==> config.mk <==
export PLATFORM = sky130hd
export DESIGN_NAME = pgs3d_mac
export DESIGN_NICKNAME = d
export VERILOG_FILES = /design/src/hw/rtl/periodic_gaussian_smooth_3d_defines.svh /design/src/hw/rtl/pgs3d_pkg.sv /design/src/hw/rtl/pgs3d_mac.sv
export SDC_FILE = /design/constraint.sdc
export NUM_CORES = 2
export LEC_CHECK = 0
export ABC_AREA = 1
export BUFFER_PORTS_ARGS = -buffer_cell sky130_fd_sc_hd__buf_2
export CAP_MARGIN = 0
export CORE_ASPECT_RATIO = 2
export CORE_MARGIN = 10
export CORE_UTILIZATION = 35
export DETAILED_ROUTE_END_ITERATION = 16
export HOLD_SLACK_MARGIN = 0.1
export PLACE_DENSITY = 0.49
export SLEW_MARGIN = 20
export SYNTH_ARGS = -nofsm -noshare
export SYNTH_HDL_FRONTEND = slang
export SYNTH_SLANG_ARGS = --single-unit
==> constraint.sdc <==
create_clock -name clk -period 5.4 [get_ports clk]
set_input_delay 0.27 -clock clk [delete_from_list [all_inputs] [get_ports clk]]
set_output_delay 0.27 -clock clk [all_outputs]
set_load 0.05 [all_outputs]
==> src/hw/rtl/periodic_gaussian_smooth_3d_defines.svh <==
// Assertion macros for the smoothing block.
// Each macro carries its own clock and active-low reset.
`ifndef PERIODIC_GAUSSIAN_SMOOTH_3D_DEFINES_SVH
`define PERIODIC_GAUSSIAN_SMOOTH_3D_DEFINES_SVH
`ifndef SYNTHESIS
// Property must hold at every clock edge outside reset.
`define PGS3D_ASSERT(lbl, clk, rstn, prop, msg) \
  lbl: assert property (@(posedge clk) disable iff (!rstn) prop) else $error(msg);
// Expression must never be true outside reset.
`define PGS3D_ASSERT_NEVER(lbl, clk, rstn, expr, msg) \
  lbl: assert property (@(posedge clk) disable iff (!rstn) !(expr)) else $error(msg);
`else
`define PGS3D_ASSERT(lbl, clk, rstn, prop, msg)
`define PGS3D_ASSERT_NEVER(lbl, clk, rstn, expr, msg)
`endif
`endif

==> src/hw/rtl/pgs3d_pkg.sv <==
`timescale 1ns / 1ps
package pgs3d_pkg;

  // Fixed field widths
  localparam int COORD_W    = 5;
  localparam int SIZE_W     = 6;
  localparam int SMP_W      = 16;
  localparam int WGT_W      = 16;
  localparam int CFG_IDX_W  = 3;
  localparam int CFG_DATA_W = 16;

  // Operation codes
  localparam logic OP_WRITE = 1'b0;
  localparam logic OP_QUERY = 1'b1;

  // Configuration register indexes
  localparam logic [CFG_IDX_W-1:0] CFG_SIZE_X        = 3'd0;
  localparam logic [CFG_IDX_W-1:0] CFG_SIZE_Y        = 3'd1;
  localparam logic [CFG_IDX_W-1:0] CFG_SIZE_Z        = 3'd2;
  localparam logic [CFG_IDX_W-1:0] CFG_WEIGHT_CENTER = 3'd3;
  localparam logic [CFG_IDX_W-1:0] CFG_WEIGHT_SIDE   = 3'd4;

  // Input item
  typedef struct packed {
    logic               operation;
    logic [COORD_W-1:0] coord_x;
    logic [COORD_W-1:0] coord_y;
    logic [COORD_W-1:0] coord_z;
    logic [SMP_W-1:0]   sample;
  } in_item_t;

  // Result item
  typedef struct packed {
    logic [SMP_W-1:0] smoothed;
    logic             range_error;
  } out_item_t;

  // Per-tap control from the sequencer to the MAC pipeline
  typedef struct packed {
    logic valid;
    logic last;
    logic side_x;
    logic side_y;
    logic side_z;
  } tap_ctl_t;

endpackage

==> src/hw/rtl/pgs3d_mac.sv <==
`timescale 1ns / 1ps
// Weight and multiply-accumulate pipeline, rounding and saturation at the end.
module pgs3d_mac #(
  parameter int SAMPLE_BITS = 16
) (
  input  logic                            clk,
  input  logic                            rst_n,
  input  logic                            launch,
  input  pgs3d_pkg::tap_ctl_t             tap_ctl,
  input  logic [SAMPLE_BITS-1:0]          rd_data,
  input  logic [pgs3d_pkg::WGT_W-1:0]     weight_center,
  input  logic [pgs3d_pkg::WGT_W-1:0]     weight_side,
  output logic                            done,
  output logic [pgs3d_pkg::SMP_W-1:0]     smoothed,
  output logic                            pending
);

  localparam int WGT_W  = pgs3d_pkg::WGT_W;
  localparam int SMP_W  = pgs3d_pkg::SMP_W;
  localparam int PROD_W = SAMPLE_BITS + WGT_W;
  // 27 products need 5 more bits; keep at least 32 so the saturate compare is wide
  localparam int ACC_W  = (PROD_W + 5 > 32) ? PROD_W + 5 : 32;
  localparam int RES_W  = ACC_W + 1 - 16;
  localparam logic [SMP_W-1:0] SAT_MAX = '1;

  logic [WGT_W-1:0]   wa, wb;
  logic [2*WGT_W-1:0] wab, wxyz;
  logic [WGT_W-1:0]   wxy_r, wz_r, w_r;
  logic [SAMPLE_BITS-1:0] data_r;
  logic [PROD_W-1:0]  prod_r;
  logic [ACC_W-1:0]   acc_r, acc_nxt;
  logic [ACC_W:0]     rnd;
  logic [SMP_W-1:0]   sat_nxt, smoothed_r;
  logic               s1_valid_r, s1_last_r;
  logic               s2_valid_r, s2_last_r;
  logic               s3_valid_r, s3_last_r;
  logic               s4_last_r, done_r;

  // Stage 1: x*y tap product, issued with the read address
  assign wa  = tap_ctl.side_x ? weight_side : weight_center;
  assign wb  = tap_ctl.side_y ? weight_side : weight_center;
  assign wab = wa * wb;

  // Stage 2: times z tap, memory data lands
  assign wxyz = wxy_r * wz_r;

  // Stage 4: accumulate, cleared when a query starts
  always_comb begin
    acc_nxt = acc_r;
    if (launch) begin
      acc_nxt = '0;
    end else if (s3_valid_r) begin
      acc_nxt = acc_r + ACC_W'(prod_r);
    end
  end

  // Stage 5: round half up and saturate
  assign rnd     = (ACC_W + 1)'(acc_r) + (ACC_W + 1)'(32768);
  assign sat_nxt = (rnd[ACC_W:16] > RES_W'(SAT_MAX)) ? SAT_MAX : rnd[31:16];

  // Datapath registers
  always_ff @(posedge clk) begin
    wxy_r  <= wab[2*WGT_W-1:WGT_W];
    wz_r   <= tap_ctl.side_z ? weight_side : weight_center;
    w_r    <= wxyz[2*WGT_W-1:WGT_W];
    data_r <= rd_data;
    prod_r <= data_r * w_r;
    acc_r  <= acc_nxt;
    if (s4_last_r) begin
      smoothed_r <= sat_nxt;
    end
  end

  // Pipeline control
  always_ff @(posedge clk) begin
    if (!rst_n) begin
      s1_valid_r <= 1'b0;
      s1_last_r  <= 1'b0;
      s2_valid_r <= 1'b0;
      s2_last_r  <= 1'b0;
      s3_valid_r <= 1'b0;
      s3_last_r  <= 1'b0;
      s4_last_r  <= 1'b0;
      done_r     <= 1'b0;
    end else begin
      s1_valid_r <= tap_ctl.valid;
      s1_last_r  <= tap_ctl.valid & tap_ctl.last;
      s2_valid_r <= s1_valid_r;
      s2_last_r  <= s1_last_r;
      s3_valid_r <= s2_valid_r;
      s3_last_r  <= s2_last_r;
      s4_last_r  <= s3_valid_r & s3_last_r;
      done_r     <= s4_last_r;
    end
  end

  assign done     = done_r;
  assign smoothed = smoothed_r;
  assign pending  = s1_valid_r | s2_valid_r | s3_valid_r | s4_last_r;

endmodule

---- Yosys cells after proc, flatten, opt, wreduce, memory -nomap -nowiden ----
Index checks and enable logic that the tools add are counted.
cells by class
  add/sub/neg operators ................... 2
  multiply operators ...................... 3
  order comparisons ....................... 1
  mux-type cells .......................... 3
  bitwise gates (word level) .............. 5
operators by type and width
  kind                                                                               number
  16-bit by 16-bit multiplier with 32-bit output                                     3
  16-bit 2-to-1 mux                                                                  3
  37-bit by 16-bit adder with 38-bit output, second input constant                   1
  37-bit by 32-bit adder with 37-bit output                                          1
  22-bit by 16-bit greater-than comparator with 1-bit output, second input constant  1
  1-bit bitwise OR                                                                   3
  1-bit AND                                                                          2
word-level totals
  flip-flop bits (word level) ............. 157
  bits of input ports ..................... 56
  word-level logic and storage cells ...... 29

---- Longest topological paths before layout ----
  depth in word-level cells ............... 3
  mapped depth ............................ 29
  depth with buffers taken out ............ 28

---- Worst setup path after synthesis ----
Ideal clock, no wire load.
  path type ............................... input port to flip-flop
  start ................................... in tap_ctl[1] in the netlist's numbering
  end ..................................... reg wxy_r[11]
  setup time .............................. 112 ps
  arrival ................................. 5426 ps
  data required time ...................... 5288 ps
  setup slack ............................. -138 ps
  stages on the path ...................... 24
  path buffers ............................ 3
  cell sequence ........................... buf_2 buf_2 o21ai_1 buf_2 nor2_1 fa_1 inv_1 fa_1 inv_1 fa_1 fa_1 fa_1 inv_1 fa_1 inv_1 ha_1 a21oi_1 o21ai_0 a21oi_1 o21ai_0 a21oi_1 nand2_1 nand2_1 nand2_1
between the ends
  word-level cells in the longest chain between the ends .. 2
ends and longest elaborated chain
  item                                            RTL line         RTL
  start: declaration                              pgs3d_mac.sv:9   input pgs3d_pkg::tap_ctl_t tap_ctl,
  16-bit 2-to-1 mux                               pgs3d_mac.sv:41  assign wb = tap_ctl.side_y ? weight_side : weight_center;
  16-bit by 16-bit multiplier with 32-bit output  pgs3d_mac.sv:42  assign wab = wa * wb;
  net wab[27]                                     pgs3d_mac.sv:27  logic [2*WGT_W-1:0] wab, wxyz;
  end signal: assignment                          pgs3d_mac.sv:63  wxy_r <= wab[2*WGT_W-1:WGT_W];
  end: declaration                                pgs3d_mac.sv:28  logic [WGT_W-1:0] wxy_r, wz_r, w_r;
The timed path passes the listed nets, and every way through them passes these cells.
A chain may end at the register's enable or synchronous reset.

---- Worst setup path in the final report ----
  start ................................... reg wxy_r[7]
  end ..................................... reg w_r[10]
between the ends
  word-level cells in the longest chain between the ends .. 1
ends and longest elaborated chain
  item                                            RTL line         RTL
  16-bit by 16-bit multiplier with 32-bit output  pgs3d_mac.sv:45  assign wxyz = wxy_r * wz_r;
  net wxyz[26]                                    pgs3d_mac.sv:27
  end signal: assignment                          pgs3d_mac.sv:65  w_r <= wxyz[2*WGT_W-1:WGT_W];
  end: declaration                                pgs3d_mac.sv:28
The timed path passes the listed nets, and every way through them passes these cells.

==> qor.yml <==
synth_area_um2: 33620
die-width_um: 239.2
ys_seq_elements: 157
cts-buffers-inserted: 17
port_buffers: 73
crit_family: "adder cells"
wl_per_cell_um: 19.41
synth_area_leaders: "fa_1 (35%), inv_1 (13%), ha_1 (13%)"
final_nets: 5966
crit_arrival_ps: 5700
syn_avg_cell_area_um2: 7.395
max-clock-path-buffers: 2
numClockSinks: 157
wl_um: 120700
dp_cells: 6130
track_usage_pct: 22.39
drive_gt1_share_pct: 17.51
path_buf_inv: 7
stdcell_count: 6219
clk_transition_reported_paths_ps: 80
cap_violations: 0
drv_slew: 0
root_buffer: "clkbuf_16"
yosysTopAreaCell: "fa_1"
cts_tree: "yes"
multi_input_area_um2: 26220
drc_errors: 0
outcome: "completed"
grt_setup_unrepaired: "true"
final.min_clock_period_ps: 5293
dp_hpwl_um: 106500
regArea_um2: 3421
antenna_found_initial: 1
ant_nets: 0
grt_pass1_vias: 33470
reg2reg_slack_ps: 110
dominantRegCellSynth: "dfxtp_1"
grt_first_pass_wirelength_um: 182700
vias_per_cell: 4.808
slowest_stage: "fa_1"
place.gp.congestion: 0.9827
die_h_um: 458.3
synth.mux.area_fraction_pct: 0
setup_viol: 0
netlist_instances: 4547
yosys_warnings: 0
core_area_um2: 95290
yosysUniqueCellTypes: 45
worst_path_largest_cell_delay_ps: 550
path_class: "flop to flop"
fill_cells: 9964
finalClockSkew_ps: 21.81
clock_latency_ps: 530
slew_headroom_pct: 41.76
synth_top_family_by_area: "adder cells"
synth_most_common_cell: "inv_1"
critical_path.max_fanout: 5
worstMarginPinSlew_ps: 872.6
vias: 29900
ys_seq_area_share_pct: 9.824
drtPass1Iterations: 7
timing.final.crit_share_pct: 98.01
pin_count: 74
synth_xor_area_share_pct: 1.875
syn-num-nets: 5523
die_area_um2: 109600
yosys.area_share.simple_pct: 19.82
overflow: 0
synth_compound_area_share_pct: 6.058
synthAdderAreaFrac_pct: 47.21
grt_max_degree: 33
rows: 160
drt_iter0_drc: 1118
crit_path_cell_trace: "buf_12 -> buf_4 -> nand2_2 -> inv_1 -> fa_1 -> inv_2 -> fa_2 -> fa_2 -> fa_1 -> inv_2 -> fa_1 -> fa_1 -> ha_4 -> a21o_1 -> a21oi_2 -> buf_4 -> o21ai_1 -> inv_1 -> nor2_2 -> nor3_2 -> nand2_1 -> nand2_1 -> nand2_1"
h-tree-depth: 4
max_clock_freq_mhz: 188.9
holdCritPathClass: "input pin to flop"
hold_viol_final: 0
area_growth_pct: 22.76
synthTopCellsByCount: "inv_1 (1176), nand2_1 (1113), fa_1 (581)"
start_kind: "flop"
synth-async-reset-ratio_pct: 0
start_util_pct: 35.28
synth_edf_count: 16
yosysTopAreaCellShare_pct: 34.59
critPathMostFrequentCell: "fa_1"
worstSetupEndpointType: "flop"
worstPathRequired_ps: 5810
-- layer usage --
metal	GRT usage [%]	share of wire [%]
met5	0	0
met2	47.95	60
met4	20.15	10
met1	16.28	27
met3	1.675	2.0
-- what timing repair did --
item	4_1_cts	5_1_grt
hold endpoints to repair	35	0
gates cloned	0	4
endpoints found under the setup margin	38	48
hold buffers	35	0
buffers inserted	0	21
pin swaps	1	114
gates resized for setup	46	321
-- cell usage in the layout, fill, tap and decap left out, drive strengths merged, types with 3 or more instances in the layout --
| cell | n |
|---|---|
| clkbuf | 21 |
| clkinvlp | 3 |
| fa | 581 |
| dlygate4sd3 | 35 |
| inv | 1186 |
| a21boi | 3 |
| edfxtp | 16 |
| nand4 | 32 |
| o21bai | 15 |
| a21oi | 175 |
| xor2 | 50 |
| o211ai | 4 |
| dfxtp | 141 |
| buf | 551 |
| nand3 | 129 |
| nor4 | 6 |
| o21ai | 124 |
| a31oi | 10 |
| o21a | 10 |
| clkinv | 12 |
| nand2 | 1114 |
| nor2 | 363 |
| xnor2 | 22 |
| a21o | 19 |
| nor3 | 30 |
| ha | 339 |
| and3 | 4 |
-- logic make-up after synthesis --
family | count (synthesis)
and+or+nand+nor | 1681
buffers and inverters | 1353
adders and majority gates | 920
AOI/OAI and AO/OA | 364
DFF | 157
xor gates and xnor gates | 72
-- registers in the layout (all words and copies together) (netlist names) --
| register | cells |
|---|---|
| wxy_r | 16 |
| s3_valid_r | 1 |
| s2_valid_r | 1 |
| s1_valid_r | 1 |
| wz_r | 16 |
| s4_last_r | 1 |
| smoothed | 16 |
| s1_last_r | 1 |
| w_r | 16 |
| done | 1 |
| data_r | 16 |
| s3_last_r | 1 |
| s2_last_r | 1 |
| acc_r | 37 |
| prod_r | 32 |
-- stage by stage --
| stage | instance area, µm² | hold WS [ps] | TNS, ps | util [%] | worst slack (ps) |
|---|---|---|---|---|---|
| 6_report | 41270 | 143.6 | 0 | 43.31 | 107.5 |
| 3_5_place_dp | 38900 | 374.3 | -13370 | 40.82 | -668.9 |
| 2_1_floorplan | 33720 | 297.7 | 0 | - | 0.1243 |
| 3_3_place_gp | 38900 | 371.7 | -12420 | 40.82 | -664.4 |
| 4_1_cts | 39960 | 118.9 | -71.31 | 41.94 | -45.47 |
| 5_1_grt | 41270 | 154.7 | -164.8 | 43.31 | -39.58 |
-- worst paths after layout --
check	from	end	depth (start not counted)
min reg2reg	s2_last_r	s3_last_r	2
max reg2reg	wxy_r[7]	w_r[10]	23
min	weight_side[2]	wz_r[2]	3
max	wxy_r[7]	w_r[10]	23
-- worst register-to-register path, stage by stage, from the launching register on --
cell	delay, ps
dfxtp_4	370
buf_12	140
buf_4	140
nand2_2	40
inv_1	40
fa_1	490
inv_2	40
fa_2	530
fa_2	450
fa_1	500
inv_2	40
fa_1	550
fa_1	470
ha_4	280
a21o_1	190
a21oi_2	140
buf_4	140
o21ai_1	60
inv_1	80
nor2_2	60
nor3_2	200
nand2_1	80
nand2_1	80
nand2_1	50
-- area by class of cell --
class | instances | share of cell area (%)
multi-input cells | 3037 | 63.54
diodes | 1 | 0.006063
well taps | 1215 | 3.683
clock inverters | 14 | 0.3971
repair buffers | 589 | 12.13
flip-flops and latches | 157 | 8.288
inverters | 1188 | 10.89
clock buffers | 18 | 1.064
Power is left out: the tool's default activity adds up to more than one toggle a clock period on the data nets, which glitch-free logic cannot reach.
