## src/hw/rtl/periodic_gaussian_smooth_3d_defines.svh

```systemverilog
// Assertion macros for the smoothing block.
// Each macro carries its own clock and active-low reset.
`ifndef PERIODIC_GAUSSIAN_SMOOTH_3D_DEFINES_SVH
`define PERIODIC_GAUSSIAN_SMOOTH_3D_DEFINES_SVH
`ifndef SYNTHESIS
// Property must hold at every clock edge outside reset.
`define PGS3D_ASSERT(lbl, clk, rstn, prop, msg) \
  lbl: assert property (@(posedge clk) disable iff (!rstn) prop) else $error(msg);
// Expression must never be true outside reset.
`define PGS3D_ASSERT_NEVER(lbl, clk, rstn, expr, msg) \
  lbl: assert property (@(posedge clk) disable iff (!rstn) !(expr)) else $error(msg);
`else
`define PGS3D_ASSERT(lbl, clk, rstn, prop, msg)
`define PGS3D_ASSERT_NEVER(lbl, clk, rstn, expr, msg)
`endif
`endif

```

## src/hw/rtl/pgs3d_pkg.sv

```systemverilog
`timescale 1ns / 1ps
package pgs3d_pkg;

  // Fixed field widths
  localparam int COORD_W    = 5;
  localparam int SIZE_W     = 6;
  localparam int SMP_W      = 16;
  localparam int WGT_W      = 16;
  localparam int CFG_IDX_W  = 3;
  localparam int CFG_DATA_W = 16;

  // Operation codes
  localparam logic OP_WRITE = 1'b0;
  localparam logic OP_QUERY = 1'b1;

  // Configuration register indexes
  localparam logic [CFG_IDX_W-1:0] CFG_SIZE_X        = 3'd0;
  localparam logic [CFG_IDX_W-1:0] CFG_SIZE_Y        = 3'd1;
  localparam logic [CFG_IDX_W-1:0] CFG_SIZE_Z        = 3'd2;
  localparam logic [CFG_IDX_W-1:0] CFG_WEIGHT_CENTER = 3'd3;
  localparam logic [CFG_IDX_W-1:0] CFG_WEIGHT_SIDE   = 3'd4;

  // Input item
  typedef struct packed {
    logic               operation;
    logic [COORD_W-1:0] coord_x;
    logic [COORD_W-1:0] coord_y;
    logic [COORD_W-1:0] coord_z;
    logic [SMP_W-1:0]   sample;
  } in_item_t;

  // Result item
  typedef struct packed {
    logic [SMP_W-1:0] smoothed;
    logic             range_error;
  } out_item_t;

  // Per-tap control from the sequencer to the MAC pipeline
  typedef struct packed {
    logic valid;
    logic last;
    logic side_x;
    logic side_y;
    logic side_z;
  } tap_ctl_t;

endpackage

```

## src/hw/rtl/pgs3d_seq.sv

```systemverilog
`timescale 1ns / 1ps
// Neighborhood sequencer: walks the 27 wrapped neighbors, one read address a cycle.
module pgs3d_seq #(
  parameter int MAX_DIM = 32
) (
  input  logic                                clk,
  input  logic                                rst_n,
  input  logic                                launch,
  input  logic [pgs3d_pkg::COORD_W-1:0]       coord_x,
  input  logic [pgs3d_pkg::COORD_W-1:0]       coord_y,
  input  logic [pgs3d_pkg::COORD_W-1:0]       coord_z,
  input  logic [pgs3d_pkg::SIZE_W-1:0]        size_x,
  input  logic [pgs3d_pkg::SIZE_W-1:0]        size_y,
  input  logic [pgs3d_pkg::SIZE_W-1:0]        size_z,
  output logic [((MAX_DIM * MAX_DIM * MAX_DIM > 1) ?
                 $clog2(MAX_DIM * MAX_DIM * MAX_DIM) : 1)-1:0] raddr,
  output pgs3d_pkg::tap_ctl_t                 tap_ctl,
  output logic                                active
);

  localparam int DEPTH  = MAX_DIM * MAX_DIM * MAX_DIM;
  localparam int ADDR_W = (DEPTH > 1) ? $clog2(DEPTH) : 1;
  localparam int SIZE_W = pgs3d_pkg::SIZE_W;

  // Offset codes: minus one, zero, plus one
  localparam logic [1:0] TAP_MINUS  = 2'd0;
  localparam logic [1:0] TAP_CENTER = 2'd1;
  localparam logic [1:0] TAP_PLUS   = 2'd2;

  typedef enum logic [1:0] {
    SEQ_IDLE = 2'b01,
    SEQ_RUN  = 2'b10
  } seq_state_t;

  seq_state_t        state_r, state_nxt;
  logic [1:0]        tx_r, ty_r, tz_r;
  logic [1:0]        tx_nxt, ty_nxt, tz_nxt;
  logic [SIZE_W-1:0] nbr_x_r [3];
  logic [SIZE_W-1:0] nbr_y_r [3];
  logic [SIZE_W-1:0] nbr_z_r [3];
  logic [SIZE_W-1:0] cx, cy, cz;
  logic [SIZE_W-1:0] sel_x, sel_y, sel_z;
  logic              last_tap;

  assign cx = SIZE_W'(coord_x);
  assign cy = SIZE_W'(coord_y);
  assign cz = SIZE_W'(coord_z);

  // Wrapped neighbor coordinates, latched at launch
  always_ff @(posedge clk) begin
    if (launch) begin
      nbr_x_r[TAP_MINUS]  <= (cx == '0) ? size_x - SIZE_W'(1) : cx - SIZE_W'(1);
      nbr_x_r[TAP_CENTER] <= cx;
      nbr_x_r[TAP_PLUS]   <= (cx + SIZE_W'(1) >= size_x) ? '0 : cx + SIZE_W'(1);
      nbr_y_r[TAP_MINUS]  <= (cy == '0) ? size_y - SIZE_W'(1) : cy - SIZE_W'(1);
      nbr_y_r[TAP_CENTER] <= cy;
      nbr_y_r[TAP_PLUS]   <= (cy + SIZE_W'(1) >= size_y) ? '0 : cy + SIZE_W'(1);
      nbr_z_r[TAP_MINUS]  <= (cz == '0) ? size_z - SIZE_W'(1) : cz - SIZE_W'(1);
      nbr_z_r[TAP_CENTER] <= cz;
      nbr_z_r[TAP_PLUS]   <= (cz + SIZE_W'(1) >= size_z) ? '0 : cz + SIZE_W'(1);
    end
  end

  assign last_tap = (tx_r == TAP_PLUS) && (ty_r == TAP_PLUS) && (tz_r == TAP_PLUS);

  // Tap counters, x innermost; all three wrap back to minus one after the last tap
  always_comb begin
    state_nxt = state_r;
    tx_nxt    = tx_r;
    ty_nxt    = ty_r;
    tz_nxt    = tz_r;
    unique case (state_r)
      SEQ_IDLE: begin
        if (launch) begin
          state_nxt = SEQ_RUN;
          tx_nxt    = TAP_MINUS;
          ty_nxt    = TAP_MINUS;
          tz_nxt    = TAP_MINUS;
        end
      end
      SEQ_RUN: begin
        if (last_tap) begin
          state_nxt = SEQ_IDLE;
        end
        if (tx_r == TAP_PLUS) begin
          tx_nxt = TAP_MINUS;
          if (ty_r == TAP_PLUS) begin
            ty_nxt = TAP_MINUS;
            tz_nxt = (tz_r == TAP_PLUS) ? TAP_MINUS : tz_r + 2'd1;
          end else begin
            ty_nxt = ty_r + 2'd1;
          end
        end else begin
          tx_nxt = tx_r + 2'd1;
        end
      end
      default: begin
        state_nxt = SEQ_IDLE;
      end
    endcase
  end

  always_ff @(posedge clk) begin
    if (!rst_n) begin
      state_r <= SEQ_IDLE;
      tx_r    <= TAP_MINUS;
      ty_r    <= TAP_MINUS;
      tz_r    <= TAP_MINUS;
    end else begin
      state_r <= state_nxt;
      tx_r    <= tx_nxt;
      ty_r    <= ty_nxt;
      tz_r    <= tz_nxt;
    end
  end

  // Read address of the current neighbor
  assign sel_x = nbr_x_r[tx_r];
  assign sel_y = nbr_y_r[ty_r];
  assign sel_z = nbr_z_r[tz_r];
  assign raddr = ADDR_W'(sel_x) + ADDR_W'(MAX_DIM) *
                 (ADDR_W'(sel_y) + ADDR_W'(MAX_DIM) * ADDR_W'(sel_z));

  assign active         = (state_r == SEQ_RUN);
  assign tap_ctl.valid  = active;
  assign tap_ctl.last   = last_tap;
  assign tap_ctl.side_x = (tx_r != TAP_CENTER);
  assign tap_ctl.side_y = (ty_r != TAP_CENTER);
  assign tap_ctl.side_z = (tz_r != TAP_CENTER);

endmodule

```

## config.mk

```make
export PLATFORM = sky130hd
export DESIGN_NAME = pgs3d_seq
export DESIGN_NICKNAME = d
export VERILOG_FILES = /design/src/hw/rtl/periodic_gaussian_smooth_3d_defines.svh /design/src/hw/rtl/pgs3d_pkg.sv /design/src/hw/rtl/pgs3d_seq.sv
export SDC_FILE = /design/constraint.sdc
export NUM_CORES = 1
export LEC_CHECK = 0
export BUFFER_PORTS_ARGS = -buffer_cell sky130_fd_sc_hd__clkbuf_2
export CAP_MARGIN = 20
export CELL_PAD_IN_SITES_DETAIL_PLACEMENT = 0
export CELL_PAD_IN_SITES_GLOBAL_PLACEMENT = 1
export CORE_UTILIZATION = 25
export CTS_CLUSTER_DIAMETER = 60
export DETAILED_ROUTE_END_ITERATION = 6
export PLACE_DENSITY = 0.53
export SYNTH_ARGS = -nofsm -noshare
export SYNTH_HDL_FRONTEND = slang
export SYNTH_SLANG_ARGS = --single-unit
```

## constraint.sdc

```tcl
create_clock -name clk -period 2.6 [get_ports clk]
set_clock_uncertainty 0.05 [all_clocks]
set_input_delay 0.26 -clock clk [delete_from_list [all_inputs] [get_ports clk]]
set_output_delay 0.26 -clock clk [all_outputs]
set_load 0.02 [all_outputs]
```

# ---- Word-level counts from Yosys, hierarchy flattened
# Memory sizes are Yosys's and may differ from the RTL's. A register that Yosys moved wholly into a read port is not among the register bits.
# Index checks and enable logic that the tools add are counted.
dict set report word_totals {
  register_bits 8
  mem_bits_rw 54
  in_bits 36
  elab_cells 73
  mem_count 3
}
# name depth word_bits read_ports rd_ports_with_merged_regs write_ports line
set mem_list {}
lappend mem_list {nbr_x_r 3 6 1 1 3 pgs3d_seq.sv:38} ;# logic [SIZE_W-1:0] nbr_x_r [3];
lappend mem_list {nbr_y_r 3 6 1 1 3 pgs3d_seq.sv:39} ;# logic [SIZE_W-1:0] nbr_y_r [3];
lappend mem_list {nbr_z_r 3 6 1 1 3 pgs3d_seq.sv:40} ;# logic [SIZE_W-1:0] nbr_z_r [3];
dict set report op_classes {
  addsub 14
  order_cmp 3
  n_eq_ne 12
  n_mux 27
  reduce_logical 10
}
# cell count
set ops {}
lappend ops {{$mux 6} 6}
lappend ops {{$mux 2} 15}
lappend ops {{$add 5x1->6 const B} 3}
lappend ops {{$ge 6x6->1} 3}
lappend ops {{$logic_not 6->1} 3}
lappend ops {{$sub 5x1->6 const B} 3}
lappend ops {{$sub 6x1->6 const B} 3}
lappend ops {{$pmux 2 s2} 4}
lappend ops {{$add 6x15->15} 1}
lappend ops {{$ne 2x1->1 const B} 6}
lappend ops {{$add 6x10->10} 1}
lappend ops {{$eq 2x2->1 const B} 4}
lappend ops {{$add 2x1->2 const B} 3}
lappend ops {{$reduce_and 2->1} 2}
lappend ops {{$reduce_and 4->1} 1}
lappend ops {{$reduce_and 3->1} 1}
lappend ops {{$eq 2x1->1 const B} 1}
lappend ops {{$logic_and 1x1->1} 2}
lappend ops {{$mux 1} 2}
lappend ops {{$ne 2x2->1 const B} 1}
lappend ops {{$reduce_bool 2->1} 1}

# ---- Depth between registers and ports, before layout
# Gate-level depths: netlist of run 1.
dict set report depth {
  word_depth 7
  ltp_mapped 11
}

# ---- Worst setup path after synthesis of run 1
# No wires, ideal clock.
dict set report synth_timing {
  path_type {input port to flip-flop}
  startpoint {in coord_x[0] (netlist name)}
  endpoint {mem nbr_x_r[0][4], data pin}
  setup_ps 259
  arrival_ps 2104
  required_ps 2291
  setup_slack_ps 187
  stages 11
  path_buffers 1
  cell_sequence {clkbuf_1 inv_1 ha_1 nor3b_1 nor2b_1 mux2i_1 ha_1 nand3b_1 a21oi_1 a211oi_1 nor2_1}
}
# element line
set synth_lines {}
lappend synth_lines {{from (decl)} pgs3d_seq.sv:9} ;# input logic [pgs3d_pkg::COORD_W-1:0] coord_x,
lappend synth_lines {{to (decl)} pgs3d_seq.sv:38}

==> qor.yml, run 1 <==
worst_setup_path:
  r2r-start: "state_r[0]$_SDFFE_PN1P_"
  cp-end-kind: "primary output"
  worstRegToRegCells: 6
  slowest_stage: "dfxtp_2"
  crit_end: "raddr[14]"
  path_class: "flip-flop to primary output"
  critPathTopFamily: "compound AO/OA/AOI/OAI gates"
  cp.required_ns: 2.29
  critPathLaunchType: "flip-flop"
  cp_cell_sequence: "buf_6 > and2_1 > o31a_1 > ha_4 > nor4_1 > o211ai_1 > o21ai_1 > xnor2_1 > buf_4"
  crit_fanout: 5
  crit_buf_inv: 2
  arrival_ns: 2.20
  slowest_delay_ns: 0.33
  r2r_setup_slack_ns: 0.97
  path_depth: 9
pwr:
  cellLeakagePower_nw: 1.89
  peakVddDrop_mv: 0.323
  p_per_area_mw_per_mm2: 565
  power.total_mw: 2.71
synthesis:
  ys_seq_area_frac: 0.447
  synthCells: 387
  yosysTopAreaCell: "edfxtp_1"
  synth_warnings: 0
  synth_flop_cell: "edfxtp_1"
  avgSynthCellArea_um2: 10.1
  ys_top_cells_by_area: "edfxtp_1 (38%), ha_1 (9.9%), dfxtp_1 (7.1%)"
  syn_nets: 454
  async_flop_share: 0
  synth_top_area_share: 0.375
  synth_cell_type_count: 50
  synth_seq_cells: 63
  syn_area_mm2: 0.00392
  synth_edf_count: 49
placement:
  routabilityCongestion: 0.807
  placed_cell_area_mm2: 0.00449
  port_buffers: 56
  pre_cts_ws_ns: 0.167
  dp_hpwl_um: 6910
floorplanning:
  fp.dieH_um: 127
  die_w_um: 127
  core_area_mm2: 0.0153
  initial_utilization: 0.257
  rows: 45
  die-area_mm2: 0.0162
  ios: 57
global_route:
  antenna_found_initial: 0
  grt-ovfl-total: 0
  grt_max_degree: 33
  grt_first_pass_wirelength_um: 14300
  track_usage: 0.113
  grt_pass1_vias: 2919
cells_and_area:
  nNetsFinal: 521
  final_cell_area_mm2: 0.00480
  fillers: 1610
  layout-drive-gt1-share: 0.222
  syn2layout_area_growth_pct: 22.3
  seqCellArea_mm2: 0.00175
  diodes: 0
  fin_util: 0.314
  multiInputGateArea_mm2: 0.00202
sta:
  slew_violations: 0
  worst_slew_pin_slew_ns: 0.499
  post-route-worst-setup-slack_ns: 0.0900
  rsz0062_at_grt: "true"
  finalSetupViolCount: 0
  fmaxAchievable_mhz: 398
  period_needed_ns: 2.51
  relSlewSlack: 0.662
  hold_violations: 0
  post-route-period-util: 0.965
clock_network:
  clkSlewWorstSetupHoldPaths_ns: 0.05
  cts.sinks: 63
  cts-root-buf: "clkbuf_16"
  cts_buffers: 9
  ctsLongestPathBuffers: 2
  h-tree-depth: 3
  insertion_delay_ns: 0.31
  cts_tree: "yes"
min_path:
  hold_path.class: "primary input to flip-flop"
  hp-start: "coord_z[1]"
detailed_routing:
  drc: 0
  wl_um: 8530
  ant_nets: 0
  viasPerCell: 4.32
  wire_per_inst_um: 12.7
  drt_iter0_drc: 77
  vias: 2896
  dr.pass1.iters: 5
run_status:
  status: "finished clean"
flow_run:
  max-cap-violations: 0
## layout make-up
class                   count  share of cell area
inverters                  27              0.0211
flip-flops and latches     63               0.366
well taps                 211              0.0550
clock inverters             5             0.00522
repair buffers             71              0.0837
multi-input cells         282               0.421
clock buffers              11              0.0485
## synth_stat cells (3+ instances only)
master,instances
xnor2_1,19
or3_1,3
nor3b_1,7
nand3b_1,3
nand2_1,22
buf_2,5
nand3_1,12
inv_1,27
nor2_1,35
nor4_1,6
xor2_1,7
a21oi_1,20
nand2b_1,19
nor3_1,12
o21ai_0,21
dfxtp_1,14
ha_1,31
a31oi_1,6
edfxtp_1,49
mux2_4,3
nor2b_1,11
clkbuf_1,6
mux2i_1,13
## how the worst min path moves through the flow
| stage | to | slack [ns] | cells past startpoint |
|---|---|---|---|
| floorplan | nbr_x_r[1][0]$_DFFE_PP_ | 0.31 | 0 |
| global placement | tx_r[1]$_SDFFE_PN0P_ | 0.46 | 2 |
| detailed placement | tx_r[1]$_SDFFE_PN0P_ | 0.48 | 2 |
| CTS | nbr_z_r[1][1]$_DFFE_PP_ | 0.16 | 1 |
| global route | nbr_z_r[1][1]$_DFFE_PP_ | 0.16 | 1 |
| finish | nbr_z_r[1][1]$_DFFE_PP_ | 0.17 | 1 |
## through the flow
step	TNS [ns]	hold slack, ns	instances
2_1_floorplan	0	0.309	387
3_5_place_dp	0	0.477	653
5_1_grt	-0.149	0.156	670
3_3_place_gp	0	0.461	653
6_report	0	0.173	670
4_1_cts	0	0.159	669
## layer usage
metal	vias to the layer above	track usage	wire, um
met5	-	0	0
met4	0	0.0420	112
met3	10	0.0214	217
met2	44	0.195	4130
met1	1333	0.139	4060
li1	1509	-	-
## timing repair
item	4_1_cts	5_1_grt
pin swaps	1	2
setup buffers	0	1
hold buffers	0	0
setup endpoints to repair	2	2
hold endpoints to repair	0	0
gates resized for setup	5	10
## worst reg2reg max path: stages (launching register included)
cell	delay (ns)
dfxtp_1	0.33
nand2b_1	0.19
inv_1	0.10
and2_1	0.18
nor2_1	0.16
nand2_1	0.07
a21boi_0	0.40
## flip-flops by register name (all words and copies together), names as in the netlist, named ones only
register	count
tz_r	2
tx_r	2
ty_r	2
nbr_z_r	15
nbr_x_r	17
state_r	2
nbr_y_r	17
## placed cells by master, fill, tap and decap left out, types with 2 or more instances in the layout
cell type	n
a21boi_0	2
a21o_1	2
a21oi_1	20
a31oi_1	6
and2_1	2
buf_4	16
clkbuf_1	2
clkbuf_16	9
clkbuf_2	54
clkinv_1	2
clkinv_2	2
dfxtp_1	12
dfxtp_2	2
edfxtp_1	49
ha_1	28
ha_2	2
inv_1	26
mux2_4	3
mux2i_1	13
mux2i_4	3
nand2_1	22
nand2b_1	19
nand3_1	12
nand3b_1	3
nor2_1	35
nor2b_1	11
nor3_1	12
nor3b_1	7
nor4_1	6
o211ai_1	2
o21ai_0	19
o21ai_1	3
o31ai_1	2
or2_2	2
or3_1	3
xnor2_1	19
xor2_1	7
## cells by family (layout without fill, tap and decap cells)
family | Yosys count | in the layout | share of synthesized area
adder cells (fa/ha/maj) | 31 | 31 | 0.0989
XOR/XNOR | 26 | 26 | 0.0581
buffers and inverters | 42 | 114 | 0.0475
AND/OR/NAND/NOR | 139 | 139 | 0.189
multiplexers | 21 | 21 | 0.0632
AO/OA/AOI/OAI | 65 | 65 | 0.0970
flip-flops | 63 | 63 | 0.447
## where the power goes
group          switching, mW  internal, mW
combinational          0.286         0.201
clock                  0.385         0.634
sequential            0.0240          1.18
(Power assumes the default switching activity.)
==> run 2: changes to the inputs <==
- MAX_ROUTING_LAYER: unset -> met4
- SKIP_CTS_REPAIR_TIMING: unset -> 1
==> run 2 against run 1 <==
Against the previous run: via count rose by 0.10%; sequential power barely moved; largest cell class unchanged; fmax is 0.43% lower; die area unchanged; critical endpoint unchanged; cell count grew 0.15%; combinational power about the same; worst setup slack worse by 0.011 ns; first-iteration DRC count is 10% higher; design area rose by 0.16%; clock power is essentially flat; critical path depth stayed put; non-clock buffer count is 1 higher.
==> qor.yml, run 2 (same netlist as run 1, synthesis figures left out) <==
run_status:
  status: "finished clean"
cells_and_area:
  final_cell_mix: "clkbuf_2 (54), edfxtp_1 (49), nor2_1 (35), ha_1 (29), inv_1 (26)"
  final_cell_area_mm2: 0.00481  # +0.16%
  nNetsFinal: 522  # +0.19%
  final_common_cell: "clkbuf_2"
  diodes: 0  # unchanged
  layout-drive-gt1-share: 0.226  # +0.00386
  top_regs: "nbr_x_r x17, nbr_y_r x17, nbr_z_r x15"
  syn2layout_area_growth_pct: 22.5
sta:
  post-route-period-util: 0.970  # +0.00414
  worst_slew_pin_slew_ns: 0.507  # +0.00838 ns
  period_needed_ns: 2.52  # +0.0108 ns
  relSlewSlack: 0.656  # -0.00568
  fmaxAchievable_mhz: 397  # -0.43%
  finalSetupViolCount: 0  # unchanged
  hold_violations: 0  # unchanged
  post-route-worst-setup-slack_ns: 0.0792  # -0.0108 ns
  slew_violations: 0  # unchanged
  rsz0062_at_grt: "true"
worst_setup_path:
  crit_fanout: 5  # unchanged
  path_class: "flip-flop to primary output"
  arrival_ns: 2.21  # about the same
  r2r_setup_slack_ns: 0.97  # about the same
  worstRegToRegCells: 6  # unchanged
  r2r-start: "state_r[0]$_SDFFE_PN1P_"
  cp.required_ns: 2.29  # about the same
  critPathLaunchType: "flip-flop"
  cp-end-kind: "primary output"
global_route:
  grt-ovfl-total: 0  # unchanged
  grt_max_degree: 33  # unchanged
  antenna_found_initial: 0  # unchanged
  grt_first_pass_wirelength_um: 14300  # +0.15%
  grt_pass1_vias: 2931  # +0.41%
  track_usage: 0.116  # +0.00330
clock_network:
  cts.sinks: 63  # unchanged
  h-tree-depth: 3  # unchanged
  clkSlewWorstSetupHoldPaths_ns: 0.05  # about the same
  insertion_delay_ns: 0.31  # about the same
  cts_buffers: 9  # unchanged
  ctsLongestPathBuffers: 2  # unchanged
  cts-root-buf: "clkbuf_16"
  cts_tree: "yes"
floorplanning:
  die-area_mm2: 0.0162  # unchanged
  rows: 45  # unchanged
  ios: 57  # unchanged
  initial_utilization: 0.257  # unchanged
  die_w_um: 127  # unchanged
  fp.dieH_um: 127  # unchanged
  core_area_mm2: 0.0153  # unchanged
detailed_routing:
  wire_per_inst_um: 12.7  # about the same
  vias: 2899  # +0.10%
  dr.pass1.iters: 4  # -1
  drt_iter0_drc: 85  # +10%
  ant_nets: 0  # unchanged
  wl_um: 8540  # +0.13%
  drc: 0  # unchanged
  viasPerCell: 4.32  # about the same
placement:
  port_buffers: 56  # unchanged
  dp_hpwl_um: 6910  # unchanged
  routabilityCongestion: 0.819  # +1.4%
  pre_cts_ws_ns: 0.167  # unchanged
  placed_cell_area_mm2: 0.00449  # unchanged
pwr:
  cellLeakagePower_nw: 1.90  # +0.50%
  p_per_area_mw_per_mm2: 565  # about the same
  peakVddDrop_mv: 0.323  # about the same
min_path:
  holdPathStages: 1  # unchanged
  hold_path.class: "primary input to flip-flop"
  whs_endpoint: "nbr_z_r[1][1]$_DFFE_PP_"
  hp-start: "coord_z[1]"
flow_run:
  max-cap-violations: 0  # unchanged
[run 2: cell count changes in the layout (fill, tap and decap cells not counted), sizes merged]
cell / before / now
buf: 17 / 18
[run 2: layout make-up]
| class | instances | area (um2) |
|---|---|---|
| Clock buffer | 11 | 233 |
| Clock inverter | 5 | 25.0 |
| Fill cell | 1610 | 10500 |
| Inverter | 27 | 101 |
| Multi-Input combinational cell | 282 | 2020 |
| Sequential cell | 63 | 1750 |
| Tap cell | 211 | 264 |
| Timing Repair Buffer | 72 | 405 |
[run 2: per-stage QoR]
| stage | power [mW] | instances | hold slack [ns] | utilization | TNS [ns] |
|---|---|---|---|---|---|
| global placement | 1.70 | 653 | 0.461 | 0.294 | 0 |
| finish | 2.72 | 671 | 0.166 | 0.315 | 0 |
| global route | 2.86 | 671 | 0.154 | 0.315 | -0.122 |
| CTS | 2.73 | 669 | 0.159 | 0.311 | -0.244 |
| detailed placement | 1.71 | 653 | 0.477 | 0.294 | 0 |
| floorplan | 1.53 | 387 | 0.309 | - | 0 |
[run 2: metal layers]
layer | share of wire | vias to the layer above | track usage | wire, um
li1 | - | 1512 | - | -
met1 | 0.48 | 1342 | 0.139 | 4110
met2 | 0.49 | 39 | 0.196 | 4140
met3 | 0.025 | 6 | 0.0243 | 211
met4 | 0.0080 | 0 | 0.0357 | 68
met5 | 0 | - | - | 0
[run 2: worst max path at each step]
| stage | startpoint | to | slack (ns) |
|---|---|---|---|
| 6_report | flip-flop | raddr[14] | 0.08 |
| 3_3_place_gp | coord_y[1] | nbr_y_r[0][4]$_DFFE_PP_ | 0.18 |
| 3_5_place_dp | coord_y[1] | nbr_y_r[0][4]$_DFFE_PP_ | 0.17 |
| 2_1_floorplan | coord_x[0] | nbr_x_r[0][4]$_DFFE_PP_ | 0.19 |
| 5_1_grt | flip-flop | raddr[13] | -0.08 |
| 4_1_cts | flip-flop | raddr[13] | -0.14 |
[run 2: critical path, cell delays in order, from the launching register on]
cell      delay (ns)
dfxtp_2         0.33
buf_4           0.15
and2_4          0.14
o31a_1          0.27
ha_4            0.19
nor4_1          0.29
o211ai_1        0.13
o21ai_1         0.10
xnor2_1         0.13
buf_4           0.16
[run 2: where the power goes]
| part | internal, mW | switching, mW |
|---|---|---|
| registers | 1.18 | 0.0245 |
| clock network | 0.634 | 0.387 |
| logic | 0.203 | 0.287 |
==> run 3: changes to the inputs <==
- CORE_ASPECT_RATIO: unset -> 0.6
==> run 3 against run 2 <==
Against the previous run: utilization grew 0.71 points; largest power group unchanged; power increased by 5.1%; non-clock buffer count is 8 higher; die area rose by 0.10%; sequential share of layout area is 0.94 points lower; combinational power rose by 6.5%; fmax fell by 0.62%; first-iteration DRC count grew 56%; critical path depth increased by 1; design area up 2.7%; count of clock-buffer cells in the layout did not move; sequential power barely moved.
==> qor.yml, run 3 (same netlist as run 1, synthesis figures left out) <==
sta:
  relSlewSlack: 0.636  # -0.0208
  period_needed_ns: 2.54  # +0.0159 ns
  fin_setup_tns_ns: 0  # unchanged
  fmaxAchievable_mhz: 394  # -0.62%
  hold_violations: 0  # unchanged
  finalSetupViolCount: 0  # unchanged
  worst_slew_pin_slew_ns: 0.547  # +0.0393 ns
  slew_violations: 0  # unchanged
  rsz0062_at_grt: "true"
  post-route-period-util: 0.976  # +0.00610
  hold_ws_ns: 0.164  # -0.00194 ns
clock_network:
  insertion_delay_ns: 0.32  # about the same
  h-tree-depth: 3  # unchanged
  cts.sinks: 63  # unchanged
  cts_buffers: 9  # unchanged
  cts_tree: "yes"
  clkSlewWorstSetupHoldPaths_ns: 0.05  # about the same
  cts-root-buf: "clkbuf_16"
  ctsLongestPathBuffers: 2  # unchanged
global_route:
  grt_first_pass_wirelength_um: 15200  # +5.8%
  grt-ovfl-total: 0  # unchanged
  track_usage: 0.127  # +0.0112
  antenna_found_initial: 0  # unchanged
  grt_max_degree: 31  # -6.1%
  grt_pass1_vias: 2909  # -0.75%
cells_and_area:
  fin_util: 0.322  # +0.00708
  layoutNonFillerInstCount: 671  # unchanged
  nNetsFinal: 530  # +1.5%
  final_cell_mix: "clkbuf_2 (54), edfxtp_1 (49), nor2_1 (35), ha_1 (27), inv_1 (26)"
  diodes: 0  # unchanged
  syn2layout_area_growth_pct: 25.8
  layout-drive-gt1-share: 0.254  # +0.0282
  top_regs: "nbr_x_r x17, nbr_y_r x17, nbr_z_r x15"
  final_cell_area_mm2: 0.00494  # +2.7%
  final_common_cell: "clkbuf_2"
min_path:
  hold_path.class: "primary input to flip-flop"
  holdPathStages: 1  # unchanged
worst_setup_path:
  cp-end-kind: "primary output"
  arrival_ns: 2.23  # +0.02 ns
  cp.required_ns: 2.29  # about the same
  path_class: "flip-flop to primary output"
  crit_fanout: 3  # -2
  worstRegToRegCells: 6  # unchanged
  critPathLaunchType: "flip-flop"
floorplanning:
  rows: 35  # -22%
  fp.dieH_um: 99.0  # -22%
  initial_utilization: 0.256  # -0.00115
  die_w_um: 164  # +29%
  die-area_mm2: 0.0162  # +0.10%
  ios: 57  # unchanged
  core_area_mm2: 0.0153  # +0.45%
pwr:
  peakVddDrop_mv: 0.253  # -21%
  cellLeakagePower_nw: 1.96  # +3.1%
  p_per_area_mw_per_mm2: 578  # +2.3%
detailed_routing:
  vias: 2940  # +1.4%
  drt_iter0_drc: 133  # +56%
  viasPerCell: 4.38  # +1.4%
  wire_per_inst_um: 14.1  # +11%
  drc: 0  # unchanged
  dr.pass1.iters: 4  # unchanged
  wl_um: 9460  # +11%
  ant_nets: 0  # unchanged
placement:
  dp.cells: 648  # -0.77%
  routabilityCongestion: 0.765  # -6.5%
  placed_cell_area_mm2: 0.00450  # +0.28%
  port_buffers: 56  # unchanged
  dp_hpwl_um: 7480  # +8.3%
flow_run:
  max-cap-violations: 0  # unchanged
run_status:
  status: "finished clean"
## run 3: cell count changes in the layout (fill, tap and decap cells not counted), sizes merged
cell      previous run  this run
bufinv               0         1
clkinvlp             1         0
buf                 18        26
## run 3: per-stage QoR
step	worst slack, ns	total power, mW
after global placement	0.156	1.71
after global routing	-0.114	3.00
after CTS	-0.108	2.85
final	0.0633	2.85
after detailed placement	0.0713	1.71
after floorplan	0.187	1.53
## run 3: report_power, final
part           internal, mW  switching [mW]  total [mW]
combinational         0.218           0.304       0.522
clock                 0.732           0.391        1.12
sequential             1.18          0.0272        1.21
total                  2.13           0.722        2.85
## run 3: worst max-delay path, cell delays in order, from the launching register on
cell     delay (ns)
dfxtp_2        0.34
mux2i_1        0.21
o21ai_1        0.08
ha_2           0.35
inv_4          0.04
nor4_4         0.21
buf_4          0.18
a21oi_2        0.05
o21ai_1        0.15
xnor2_1        0.14
buf_4          0.16
## run 3: final timing paths
check                           from  slack (ns)                      end
min                       coord_z[1]        0.16  nbr_z_r[1][1]$_DFFE_PP_
max                        flip-flop        0.06                raddr[14]
max reg2reg  state_r[0]$_SDFFE_PN1P_        0.93                flip-flop
min reg2reg     tx_r[1]$_SDFFE_PN0P_        0.51     tx_r[1]$_SDFFE_PN0P_
## run 3: cell type report
cell class                      instances  area [um2]
Fill cell                            1627       10400
Multi-Input combinational cell        282        2060
Sequential cell                        63        1760
Timing Repair Buffer                   80         477
Tap cell                              203         254
Clock buffer                           11         233
Inverter                               27         104
Clock inverter                          5        48.8
## run 3: layer usage
| layer | part of all wire | vias up | GRT usage | wire, um |
|---|---|---|---|---|
| met2 | 0.39 | 51 | 0.163 | 3660 |
| met3 | 0.046 | 7 | 0.0316 | 432 |
| met1 | 0.56 | 1358 | 0.192 | 5310 |
| li1 | - | 1524 | - | - |
| met5 | 0 | - | - | 0 |
| met4 | 0.0071 | 0 | 0.0363 | 67 |
